--- src/rtl/core/tlr_pkg.sv ---
`default_nettype none

package tlr_pkg;

  // Line store geometry
  localparam int LINE_DEPTH = 32;
  localparam int ADDR_W     = $clog2(LINE_DEPTH);
  localparam int LEN_W      = $clog2(LINE_DEPTH + 1);

  // Telnet command bytes and options
  localparam logic [7:0] T_IAC    = 8'd255;
  localparam logic [7:0] T_DONT   = 8'd254;
  localparam logic [7:0] T_DO     = 8'd253;
  localparam logic [7:0] T_WONT   = 8'd252;
  localparam logic [7:0] T_WILL   = 8'd251;
  localparam logic [7:0] T_SB     = 8'd250;
  localparam logic [7:0] OPT_ECHO = 8'd1;
  localparam logic [7:0] OPT_SGA  = 8'd3;

  // Line control bytes
  localparam logic [7:0] C_CR    = 8'd13;
  localparam logic [7:0] C_LF    = 8'd10;
  localparam logic [7:0] C_EOT   = 8'd4;
  localparam logic [7:0] C_DEL   = 8'd127;
  localparam logic [7:0] C_SPACE = 8'd32;

  // Result kinds
  typedef enum logic [1:0] {
    KIND_REPLY = 2'd0,
    KIND_CHAR  = 2'd1,
    KIND_EOL   = 2'd2
  } kind_t;

  // Output source select
  typedef enum logic [1:0] {
    SEL_REPLY = 2'd0,
    SEL_LINE  = 2'd1,
    SEL_EXIT  = 2'd2,
    SEL_EOL   = 2'd3
  } sel_t;

  // Controller to datapath commands
  typedef struct packed {
    logic accept;
    logic store_char;
    logic set_pending;
    logic set_swallow;
    logic clr_swallow;
    logic clr_line;
    logic clr_idx;
    logic inc_idx;
    logic out_load;
    sel_t out_sel;
  } tlr_cmd_t;

  // Datapath to controller status
  typedef struct packed {
    logic is_iac;
    logic is_sb;
    logic is_cmd;
    logic is_cr;
    logic is_lf;
    logic is_eot;
    logic is_drop;
    logic pend_reply;
    logic swallow;
    logic idx_at_len;
    logic idx_reply_end;
    logic idx_exit_end;
    logic out_free;
  } tlr_stat_t;

  // Characters of the "exit" line
  function automatic logic [7:0] exit_char(input logic [1:0] pos);
    logic [7:0] c;
    case (pos)
      2'd0:    c = 8'h65;
      2'd1:    c = 8'h78;
      2'd2:    c = 8'h69;
      default: c = 8'h74;
    endcase
    return c;
  endfunction

endpackage

`default_nettype wire

--- src/rtl/core/tlr_ctrl.sv ---
`default_nettype none

module tlr_ctrl (
  input  wire                clk,
  input  wire                rst,
  input  wire                s_tvalid,
  output logic               s_tready,
  input  tlr_pkg::tlr_stat_t stat,
  output tlr_pkg::tlr_cmd_t  cmd
);
  import tlr_pkg::*;

  typedef enum logic [2:0] {
    ST_IDLE,
    ST_DECODE,
    ST_REPLY,
    ST_LINE_RD,
    ST_LINE,
    ST_EOL,
    ST_EXIT
  } state_t;

  typedef enum logic [1:0] {
    MODE_NORMAL,
    MODE_IAC,
    MODE_CMD,
    MODE_SB
  } mode_t;

  state_t state, state_next;
  mode_t  mode, mode_next;

  // Decode the held byte and sequence the result transactions
  always_comb begin
    cmd         = '0;
    cmd.out_sel = SEL_REPLY;
    state_next  = state;
    mode_next   = mode;
    case (state)
      ST_IDLE: begin
        cmd.accept = s_tvalid && s_tready;
        if (cmd.accept) begin
          state_next = ST_DECODE;
        end
      end
      ST_DECODE: begin
        state_next = ST_IDLE;
        case (mode)
          MODE_IAC: begin
            if (stat.is_iac) begin
              cmd.store_char = 1'b1;
              mode_next      = MODE_NORMAL;
            end else if (stat.is_sb) begin
              mode_next = MODE_SB;
            end else if (stat.is_cmd) begin
              cmd.set_pending = 1'b1;
              mode_next       = MODE_CMD;
            end else begin
              mode_next = MODE_NORMAL;
            end
          end
          MODE_CMD: begin
            mode_next = MODE_NORMAL;
            if (stat.pend_reply) begin
              cmd.clr_idx = 1'b1;
              state_next  = ST_REPLY;
            end
          end
          MODE_SB: begin
            if (stat.is_iac) begin
              mode_next = MODE_IAC;
            end
          end
          default: begin
            if (stat.is_iac) begin
              mode_next = MODE_IAC;
            end else if (stat.is_cr) begin
              cmd.set_swallow = 1'b1;
              cmd.clr_idx     = 1'b1;
              state_next      = ST_LINE_RD;
            end else if (stat.is_lf) begin
              if (stat.swallow) begin
                cmd.clr_swallow = 1'b1;
              end else begin
                cmd.clr_idx = 1'b1;
                state_next  = ST_LINE_RD;
              end
            end else if (stat.is_eot) begin
              cmd.clr_swallow = 1'b1;
              cmd.clr_line    = 1'b1;
              cmd.clr_idx     = 1'b1;
              state_next      = ST_EXIT;
            end else if (!stat.is_drop) begin
              cmd.store_char = 1'b1;
            end
          end
        endcase
      end
      ST_REPLY: begin
        cmd.out_sel = SEL_REPLY;
        if (stat.out_free) begin
          cmd.out_load = 1'b1;
          cmd.inc_idx  = 1'b1;
          if (stat.idx_reply_end) begin
            state_next = ST_IDLE;
          end
        end
      end
      ST_LINE_RD: begin
        state_next = stat.idx_at_len ? ST_EOL : ST_LINE;
      end
      ST_LINE: begin
        cmd.out_sel = SEL_LINE;
        if (stat.out_free) begin
          cmd.out_load = 1'b1;
          cmd.inc_idx  = 1'b1;
          state_next   = ST_LINE_RD;
        end
      end
      ST_EXIT: begin
        cmd.out_sel = SEL_EXIT;
        if (stat.out_free) begin
          cmd.out_load = 1'b1;
          cmd.inc_idx  = 1'b1;
          if (stat.idx_exit_end) begin
            state_next = ST_EOL;
          end
        end
      end
      ST_EOL: begin
        cmd.out_sel = SEL_EOL;
        if (stat.out_free) begin
          cmd.out_load = 1'b1;
          cmd.clr_line = 1'b1;
          state_next   = ST_IDLE;
        end
      end
      default: begin
        state_next = ST_IDLE;
      end
    endcase
  end

  // Hold state, parse mode and the registered ready
  always_ff @(posedge clk) begin
    if (rst) begin
      state    <= ST_IDLE;
      mode     <= MODE_NORMAL;
      s_tready <= 1'b0;
    end else begin
      state    <= state_next;
      mode     <= mode_next;
      s_tready <= (state_next == ST_IDLE);
    end
  end

endmodule

`default_nettype wire

--- src/rtl/core/tlr_dpath.sv ---
`default_nettype none

module tlr_dpath (
  input  wire                clk,
  input  wire                rst,
  input  wire  [7:0]         s_tdata,
  input  tlr_pkg::tlr_cmd_t  cmd,
  output tlr_pkg::tlr_stat_t stat,
  output logic               m_tvalid,
  input  wire                m_tready,
  output logic [7:0]         m_tdata,
  output logic [2:0]         m_tuser,
  output logic               m_tlast
);
  import tlr_pkg::*;

  logic [7:0]       byte_q;
  logic [7:0]       pending;
  logic             swallow;
  logic [LEN_W-1:0] len;
  logic             ovf;
  logic [LEN_W-1:0] idx;
  logic [7:0]       line_mem [LINE_DEPTH];
  logic [7:0]       rd_data;
  logic             full;
  logic [7:0]       reply_cmd;
  logic [7:0]       out_data;
  kind_t            out_kind;
  logic             out_ovf;
  logic             out_last;

  assign full = (len == LEN_W'(LINE_DEPTH));

  // Classify the held byte
  always_comb begin
    stat.is_iac        = (byte_q == T_IAC);
    stat.is_sb         = (byte_q == T_SB);
    stat.is_cmd        = (byte_q >= T_WILL) && (byte_q <= T_DONT);
    stat.is_cr         = (byte_q == C_CR);
    stat.is_lf         = (byte_q == C_LF);
    stat.is_eot        = (byte_q == C_EOT);
    stat.is_drop       = (byte_q < C_SPACE) || (byte_q == C_DEL);
    stat.pend_reply    = (pending == T_DO) || (pending == T_WILL);
    stat.swallow       = swallow;
    stat.idx_at_len    = (idx == len);
    stat.idx_reply_end = (idx == LEN_W'(2));
    stat.idx_exit_end  = (idx == LEN_W'(3));
    stat.out_free      = !m_tvalid || m_tready;
  end

  // Pick the answer to a DO or WILL request
  always_comb begin
    if (pending == T_DO) begin
      reply_cmd = (byte_q == OPT_SGA) ? T_WILL : T_WONT;
    end else begin
      reply_cmd = ((byte_q == OPT_ECHO) || (byte_q == OPT_SGA)) ? T_DO : T_DONT;
    end
  end

  // Build the next result
  always_comb begin
    out_data = 8'd0;
    out_kind = KIND_REPLY;
    out_ovf  = 1'b0;
    out_last = 1'b0;
    case (cmd.out_sel)
      SEL_REPLY: begin
        case (idx[1:0])
          2'd0:    out_data = T_IAC;
          2'd1:    out_data = reply_cmd;
          default: out_data = byte_q;
        endcase
        out_last = (idx == LEN_W'(2));
      end
      SEL_LINE: begin
        out_kind = KIND_CHAR;
        out_data = rd_data;
      end
      SEL_EXIT: begin
        out_kind = KIND_CHAR;
        out_data = exit_char(idx[1:0]);
      end
      default: begin
        out_kind = KIND_EOL;
        out_ovf  = ovf;
        out_last = 1'b1;
      end
    endcase
  end

  // Capture the accepted byte
  always_ff @(posedge clk) begin
    if (cmd.accept) begin
      byte_q <= s_tdata;
    end
  end

  // Update parse registers, line bookkeeping and output valid
  always_ff @(posedge clk) begin
    if (rst) begin
      pending  <= 8'd0;
      swallow  <= 1'b0;
      len      <= '0;
      ovf      <= 1'b0;
      idx      <= '0;
      m_tvalid <= 1'b0;
    end else begin
      if (cmd.set_pending) begin
        pending <= byte_q;
      end
      if (cmd.set_swallow) begin
        swallow <= 1'b1;
      end else if (cmd.clr_swallow) begin
        swallow <= 1'b0;
      end
      if (cmd.clr_line) begin
        len <= '0;
        ovf <= 1'b0;
      end else if (cmd.store_char) begin
        if (full) begin
          ovf <= 1'b1;
        end else begin
          len <= len + LEN_W'(1);
        end
      end
      if (cmd.clr_idx) begin
        idx <= '0;
      end else if (cmd.inc_idx) begin
        idx <= idx + LEN_W'(1);
      end
      if (cmd.out_load) begin
        m_tvalid <= 1'b1;
      end else if (m_tready) begin
        m_tvalid <= 1'b0;
      end
    end
  end

  // Line store: one write port, registered read
  always_ff @(posedge clk) begin
    if (cmd.store_char && !full) begin
      line_mem[len[ADDR_W-1:0]] <= byte_q;
    end
    rd_data <= line_mem[idx[ADDR_W-1:0]];
  end

  // Hold the result payload until taken
  always_ff @(posedge clk) begin
    if (cmd.out_load) begin
      m_tdata <= out_data;
      m_tuser <= {out_ovf, out_kind};
      m_tlast <= out_last;
    end
  end

endmodule

`default_nettype wire

--- src/rtl/core/telnet_line_receiver_core.sv ---
// Channel  | Dir | Signals                           | Contents
// s_axis   | in  | s_tvalid s_tready s_tdata[7:0]    | received byte
// m_axis   | out | m_tvalid m_tready m_tdata[7:0]    | reply or line byte, zero on end of line
//          |     | m_tuser[2:0] m_tlast              | kind, overflow; last result of a byte
//
// A byte that produces no result occupies the block for capture and decode only.
// A negotiation reply then emits three results; each line character passes through a
// read state and an output state, as the line store's registered read feeds one output
// register. Ctrl-D then emits the four characters of "exit" and an end of line.
// Reset is synchronous; the line store contents are not cleared, only its length.
// A stalled m_tready holds the sequence in place; input is taken only when idle.
`default_nettype none

module telnet_line_receiver_core (
  input  wire        clk,
  input  wire        rst,
  input  wire        s_tvalid,
  output logic       s_tready,
  input  wire  [7:0] s_tdata,   // [7:0] data_byte
  output logic       m_tvalid,
  input  wire        m_tready,
  output logic [7:0] m_tdata,   // [7:0] data
  output logic [2:0] m_tuser,   // [1:0] kind, [2] overflow
  output logic       m_tlast
);
  import tlr_pkg::*;

  tlr_cmd_t  cmd;
  tlr_stat_t stat;

  tlr_ctrl u_ctrl (
    .clk      (clk),
    .rst      (rst),
    .s_tvalid (s_tvalid),
    .s_tready (s_tready),
    .stat     (stat),
    .cmd      (cmd)
  );

  tlr_dpath u_dpath (
    .clk      (clk),
    .rst      (rst),
    .s_tdata  (s_tdata),
    .cmd      (cmd),
    .stat     (stat),
    .m_tvalid (m_tvalid),
    .m_tready (m_tready),
    .m_tdata  (m_tdata),
    .m_tuser  (m_tuser),
    .m_tlast  (m_tlast)
  );

endmodule

`default_nettype wire

--- config.mk ---
export PLATFORM = sky130hd
export DESIGN_NAME = telnet_line_receiver_core
export DESIGN_NICKNAME = d
export VERILOG_FILES = /design/src/rtl/core/tlr_pkg.sv /design/src/rtl/core/tlr_ctrl.sv /design/src/rtl/core/tlr_dpath.sv /design/src/rtl/core/telnet_line_receiver_core.sv
export SDC_FILE = /design/constraint.sdc
export NUM_CORES = 1
export LEC_CHECK = 0
export ABC_AREA = 0
export ABC_CLOCK_PERIOD_IN_PS = 2720
export BUFFER_PORTS_ARGS = -buffer_cell sky130_fd_sc_hd__buf_2
export CAP_MARGIN = 40
export CORE_UTILIZATION = 55
export DETAILED_ROUTE_END_ITERATION = 10
export HOLD_SLACK_MARGIN = 0.15
export PLACE_DENSITY_LB_ADDON = 0.08
export SETUP_SLACK_MARGIN = 0.2
export SLEW_MARGIN = 10
export SYNTH_ARGS = -nofsm -noshare
export SYNTH_HDL_FRONTEND = slang
export SYNTH_SLANG_ARGS = --single-unit
--- constraint.sdc ---
create_clock -name clk -period 2.72 [get_ports clk]
set_clock_uncertainty 0.05 [all_clocks]
set_input_delay 0.544 -clock clk [delete_from_list [all_inputs] [get_ports clk]]
set_output_delay 0.544 -clock clk [all_outputs]
set_load 0.05 [all_outputs]
Yosys cells after proc, flatten, opt, wreduce, memory -nomap -nowiden
Memories as Yosys holds them, arrays and structs flattened. A register that Yosys moved wholly into a read port is not among the register bits.
Cells that the tools add are included.
{ "word_totals": {"memories": 1, "inputBits": 12, "mem_bits_rw": 256, "out_inout_bits": 14, "register_bits": 49, "word_cells": 142} }
{ "classes": {"mux": 67, "magnitude_cmp": 3, "bitwise_logic": 1, "n_reduce_logical": 27, "n_addsub": 2, "n_eq_ne": 27} }
{ "memory_table": {"columns": ["name", "words", "width", "read_ports", "rd_clocked_by_memory_dff", "write_ports", "line", "source"], "rows": [
  ["u_dpath.line_mem", 32, 8, 1, 1, 1, "tlr_dpath.sv:23", "logic [7:0] line_mem [LINE_DEPTH];"]
]} }
{ "op_table": {"columns": ["operator", "n"], "rows": [
  ["$mux 3", 14],
  ["$eq 8x8->1 const B", 4],
  ["$mux 1", 29],
  ["$pmux 8 s3", 1],
  ["$pmux 3 s7", 1],
  ["$mux 2", 9],
  ["$eq 8x4->1 const B", 2],
  ["$pmux 8 s2", 1],
  ["$pmux 5 s3", 1],
  ["$add 6x1->6 const B", 2],
  ["$eq 6x2->1 const B", 2],
  ["$pmux 3 s4", 1],
  ["$reduce_or 2->1", 5],
  ["$eq 3x3->1 const B", 3],
  ["$reduce_or 3->1", 3],
  ["$eq 2x2->1 const B", 4],
  ["$eq 8x1->1 const B", 1],
  ["$eq 8x2->1 const B", 1],
  ["$eq 8x3->1 const B", 1],
  ["$eq 8x7->1 const B", 1],
  ["$ge 8x8->1 const B", 1],
  ["$le 8x8->1 const B", 1],
  ["$lt 8x6->1 const B", 1],
  ["$mux 4", 2],
  ["other kinds (18)", 36]
]} }

Longest topological paths before layout
{ "depth": {"ltp_word": 12, "depth_mapped": 10, "depth_no_buf": 7} }

Hierarchy
Synthesis repeated with hierarchy kept, for this count alone.
{ "unflattened": {"hier_cells": 815, "area_unflattened_um2": 13031.2} }
{ "by_module_without_submodules": {"columns": ["mod", "area_each_um2", "seq_area_each_um2", "cells_each", "instances"], "rows": [
  ["tlr_dpath", 12415.7, 8908.5, 736, 1],
  ["tlr_ctrl", 615.6, 120.1, 79, 1]
]} }

Worst setup path after synthesis
Ideal clock, no wire load.
{ "synth_timing": {"path_kind": "register to register", "start": "reg u_dpath.byte_q[0]", "end": "mem u_dpath.line_mem[29][0], enable pin", "n_path_buf": 1, "slack_ps": -153, "required_time_ps": 2300, "synth_period_minus_slack_ps": 2873, "arrival_ps": 2453, "setup_time_ps": 370, "stages_incl_launch_ff": 7, "cell_sequence": "edfxtp_1 > clkbuf_1 > and3_1 > nand4_1 > a21oi_1 > nand2_1 > nor2_1"} }
{ "synth_between": {"elab_chain_cells": 12, "word_cells_on_any_way": 18, "cone_classes": "order compare: 1; eq/ne: 5; mux: 10; reduce/logical: 2"} }
{ "synth_rtl": {"columns": ["item", "line", "source"], "rows": [
  ["start: declaration", "tlr_dpath.sv:17", "logic [7:0] byte_q;"],
  ["start signal: assignment", "tlr_dpath.sv:94", "byte_q <= s_tdata;"],
  ["$lt 8x6->1 / $eq 8x7->1 (equally long branches)", "tlr_dpath.sv:42", "stat.is_drop = (byte_q < C_SPACE) || (byte_q == C_DEL);"],
  ["$logic_or 1x1->1", "tlr_dpath.sv:42", null],
  ["$mux 1", "tlr_ctrl.sv:93", "end else if (!stat.is_drop) begin"],
  ["$mux 1", "tlr_ctrl.sv:88", "end else if (stat.is_eot) begin"],
  ["$mux 1", "tlr_ctrl.sv:81", "end else if (stat.is_lf) begin"],
  ["$mux 1", "tlr_ctrl.sv:77", "end else if (stat.is_cr) begin"],
  ["$mux 1", "tlr_ctrl.sv:75", "if (stat.is_iac) begin"],
  ["$pmux 1 s2 (*)", "tlr_ctrl.sv:48", "case (mode)"],
  ["$mux 4 (*)", "tlr_ctrl.sv:39", "case (state)"],
  ["$logic_and 1x1->1 (*)", "tlr_dpath.sv:141", "if (cmd.store_char && !full) begin"],
  ["$mux 1 (*)", "tlr_dpath.sv:141", null],
  ["$mux 1 (implied by the code) (*)", "tlr_dpath.sv:142", "line_mem[len[ADDR_W-1:0]] <= byte_q;"],
  ["end: declaration", "tlr_dpath.sv:23", null]
]} }
Every way passes the cells marked *; elsewhere a longest branch is shown, timed or not.

Worst setup path in the final report
{ "layout_timing": {"start": "reg u_dpath.byte_q[4]", "end": "reg u_dpath.m_tdata[2], data pin"} }
{ "layout_between": {"elab_chain_cells": 5} }
{ "layout_rtl": {"columns": ["item", "line", "source"], "rows": [
  ["$eq 8x2->1", "tlr_dpath.sv:54", "reply_cmd = (byte_q == OPT_SGA) ? T_WILL : T_WONT;"],
  ["$mux 3", "tlr_dpath.sv:54", null],
  ["$mux 8", "tlr_dpath.sv:53", "if (pending == T_DO) begin"],
  ["$pmux 8 s2", "tlr_dpath.sv:68", "case (idx[1:0])"],
  ["$pmux 8 s3", "tlr_dpath.sv:66", "case (cmd.out_sel)"],
  ["named net u_dpath.out_data[2]", "tlr_dpath.sv:27", "logic [7:0] out_data;"],
  ["end signal: assignment", "tlr_dpath.sv:150", "m_tdata <= out_data;"],
  ["end: declaration", "tlr_dpath.sv:11", "output logic [7:0] m_tdata,"]
]} }
The timed path passes the listed nets, and every way through them passes these cells.
A chain may end at the register's enable or synchronous reset.

==> flow_metrics.env <==
export IMPL_status="finished clean"
export IMPL_cp_slowest_cell="or4_4"
export IMPL_synth_edff_count=276
export IMPL_critPathCapture="u_dpath.m_tdata[2]"
export IMPL_tightest_slew_ns=0.877
export IMPL_cts_tree="built"
export IMPL_p_sw_uw=1910
export IMPL_crit_fanout=14
export IMPL_areaGrowthSynthToFinish_pct=15.8
export IMPL_routed_via_count=7191
export IMPL_hpwl_um=19100
export IMPL_slew_violations=0
export IMPL_num_antenna_cells=0
export IMPL_setup_ws_ns=0.268
export IMPL_slowest_delay_ns=0.57
export IMPL_p_int_uw=7660
export IMPL_fp_row_count=55
export IMPL_synth_top_area_cell="edfxtp_1"
export IMPL_cts_sinks=313
export IMPL_h_tree_depth=1
export IMPL_syn_num_nets=809
export IMPL_swShare_pct=19.9
export IMPL_synth_cells=781
export IMPL_clock_latency_ns=0.56
export IMPL_clockBufferDepth=3
export IMPL_grt_use_met1_pct=36.4
export IMPL_wl_per_cell_um=25.1
export IMPL_drt_first_iter_violations=633
export IMPL_setup_violations=0
export IMPL_crit_path_start_kind="flop"
export IMPL_start_util_pct=56.3
export IMPL_die_h_um=154
export IMPL_p_leak_uw=0.00460
export IMPL_ys_types=57
export IMPL_port_buffers=25
export IMPL_dp_slack_ns=0.291
export IMPL_postSynth_asyncResetShare_pct=0
export IMPL_grt_max_degree=41
export IMPL_slew_headroom_pct=41.5
export IMPL_dr_pass1_iters=5
export IMPL_hold_ws_ns=0.298
export IMPL_die_area_um2=23900
export IMPL_core_um2=22700
export IMPL_drc=0
export IMPL_rrSetupSlack_ns=0.27
export IMPL_ir_drop_mv=0.502
export IMPL_crit_type="reg2reg"
export IMPL_grt_pass1_vias=7297
export IMPL_rsz0062_at_grt="false"
export IMPL_r2r_end="u_dpath.m_tdata[2]"
export IMPL_grt_util_met3_pct=2.72
export IMPL_finalSetupTns_ns=0
export IMPL_layout_nets=872
export IMPL_antenna_found_initial=0
export IMPL_yosys_cell_count_top_type="edfxtp_1"
export IMPL_yosysWarnings=0
export IMPL_maxCapViolCount=0
export IMPL_finalHoldViolCount=0
export IMPL_synth_area_um2=12800
export IMPL_die_x_um=154
export IMPL_worstPathRequired_ns=2.96
export IMPL_grt_busiest_layer="met2"
export IMPL_ys_ff_latch=313
export IMPL_grt_pass1_wl_um=44000
export IMPL_gp_congestion=0.897
export IMPL_numCtsBuffers=31
export IMPL_final_core_util_pct=65.1
export IMPL_track_usage_pct=25.0
export IMPL_place_area_um2=13700
export IMPL_finalInstanceArea_um2=14800
export IMPL_grt_util_met2_pct=40.2
export IMPL_n_fill_cell=1577
export IMPL_setup_worst_path_start="u_dpath.byte_q[4]"
export IMPL_crit_chain="buf_4 > or4_4 > or4b_4 > nor2_2 > a41o_1 > a21oi_1"
export IMPL_ant_nets=0
export IMPL_fmax_mhz=408
export IMPL_ios=26
export IMPL_synth_area_top_cells="edfxtp_1, mux4_2, dfxtp_1, mux2i_1, nor2_1"
export IMPL_syn_area_per_cell_um2=16.4
export IMPL_vias_per_cell=6.24
export IMPL_cp_end_kind="flop"
export IMPL_pwr_share_clk_pct=43.2
export IMPL_period_share_pct=90.2
export IMPL_finalCriticalPeriod_ns=2.45
export IMPL_power_density_nw_per_um2=647
export IMPL_ff2ff_path_depth=6
export IMPL_seqPwrFrac_pct=54.8
export IMPL_routed_wl_um=29000
export IMPL_min_path_type="in2reg"
export IMPL_drive_gt1_share_pct=25.9
export IMPL_grt_ovfl_total=0
export IMPL_synthFlopType="edfxtp_1"
export IMPL_clk_pin_slew_worst_paths_ns=0.06
export IMPL_r2r_start="u_dpath.byte_q[4]"
export IMPL_synth_seq_area_share_pct=70.6
export IMPL_pwr_share_comb_pct=2.1
export IMPL_netlist_area_leader_share_pct=64.8
export IMPL_worstPathArrival_ns=2.69
export IMPL_cts_root_buf="clkbuf_16"
export IMPL_ys_top_cells_by_count="edfxtp_1, nor2_1, mux4_2"
-- cell usage in the layout, fill, tap and decap left out, types with 4 or more instances in the layout --
cell type      netlist  layout
nor2_1              65      33
inv_1               18      18
clkbuf_16            0      31
nand3b_1             5       5
buf_2               11      26
ha_1                16      16
nand2_1             36      32
mux2_2               8       8
dlygate4sd3_1        0       8
clkinv_1             1       5
a21oi_1             25      24
and4_1               4       4
dfxtp_1             37      34
nand3_1             10      10
clkbuf_1            26       9
mux4_2              48      48
buf_4                4      37
o211ai_1            17      17
xor2_1               7       7
a31oi_1              6       6
edfxtp_1           276     276
buf_12               0       4
nor2_4               0      32
nor4_1               5       5
xnor2_1             14      14
nor3b_1              4       4
a31o_2               8       8
nand4_1              5       5
o21ai_0             27      27
a221oi_1            17      17
mux2i_1             34      34
-- flip-flops by register name, indices dropped and copies added (netlist names) --
signal and count:
u_ctrl.mode 2, u_ctrl.s_tready 1, u_ctrl.state 3, u_dpath.byte_q 8, u_dpath.idx 6, u_dpath.len 6
u_dpath.line_mem 256, u_dpath.m_tdata 8, u_dpath.m_tlast 1, u_dpath.m_tuser 3, u_dpath.m_tvalid 1, u_dpath.ovf 1
u_dpath.pending 8, u_dpath.rd_data 8, u_dpath.swallow 1
-- area by class of cell --
class / count / area, um2 / share of cell area (%)
sequential: 313 / 9030 / 61.1
clock inverter: 14 / 140 / 0.947
timing repair buffer: 75 / 568 / 3.84
multi-input combinational: 404 / 3770 / 25.5
clock buffer: 43 / 851 / 5.75
tap: 285 / 357 / 2.41
inverter: 19 / 71.3 / 0.482
-- per-layer routing --
layer / vias up / part of all wire, % / routed length (um)
li1: 3202 / - / -
met1: 3646 / 44 / 12700
met2: 282 / 47 / 13700
met3: 61 / 5.8 / 1690
met4: 0 / 3.1 / 898
met5: - / 0 / 0
-- power by group through the flow --
| stage | Combinational (uW) | Clock [uW] | Sequential [uW] |
|---|---|---|---|
| after floorplan | 66.8 | 0 | 5370 |
| after detailed placement | 184 | 0 | 5340 |
| after CTS | 193 | 4190 | 5240 |
| after global routing | 210 | 4350 | 5240 |
| final | 197 | 4130 | 5240 |
| after global placement | 181 | 0 | 5340 |
-- per-stage QoR --
| stage | power (uW) | instances |
|---|---|---|
| global route | 9800 | 1153 |
| detailed placement | 5530 | 1086 |
| CTS | 9630 | 1151 |
| finish | 9570 | 1153 |
| floorplan | 5430 | 781 |
| global placement | 5520 | 1086 |
-- worst max-delay path, delay by kind of cell, from the launching register on --
kind / cells / cell delay [ns]
buf+inv: 1 / 0.22
flops: 1 / 0.42
simple gates: 3 / 1.21
compound gates: 2 / 0.29
-- cell families (layout without fill, tap and decap cells) --
logic type      after synthesis  in the layout  synth area share, %
fa+ha+maj                    16             16                 1.57
simple gates                160            160                 6.17
xor+xnor                     21             21                 1.44
mux                          90             90                 11.8
flops                       313            313                 70.6
compound gates              117            117                 6.25
buf+inv                      64            151                 2.11
-- worst min path at each step --
stage,slack (ns),from,cells past startpoint,end
floorplan,0.37,u_dpath.ovf,2,u_dpath.ovf
global placement,0.40,u_dpath.pending[5],2,u_dpath.pending[5]
detailed placement,0.41,u_dpath.pending[5],2,u_dpath.pending[5]
global route,0.30,rst,2,u_dpath.pending[4]
CTS,0.27,rst,2,u_dpath.pending[5]
finish,0.30,rst,2,u_dpath.pending[5]
-- what timing repair did --
item	CTS	global route
endpoints found under the hold margin	8	0
hold buffers	8	0
resized for setup	0	2
endpoints found under the setup margin	0	31
setup buffers	0	1
Note: power is estimated with default switching activity, not from simulation.
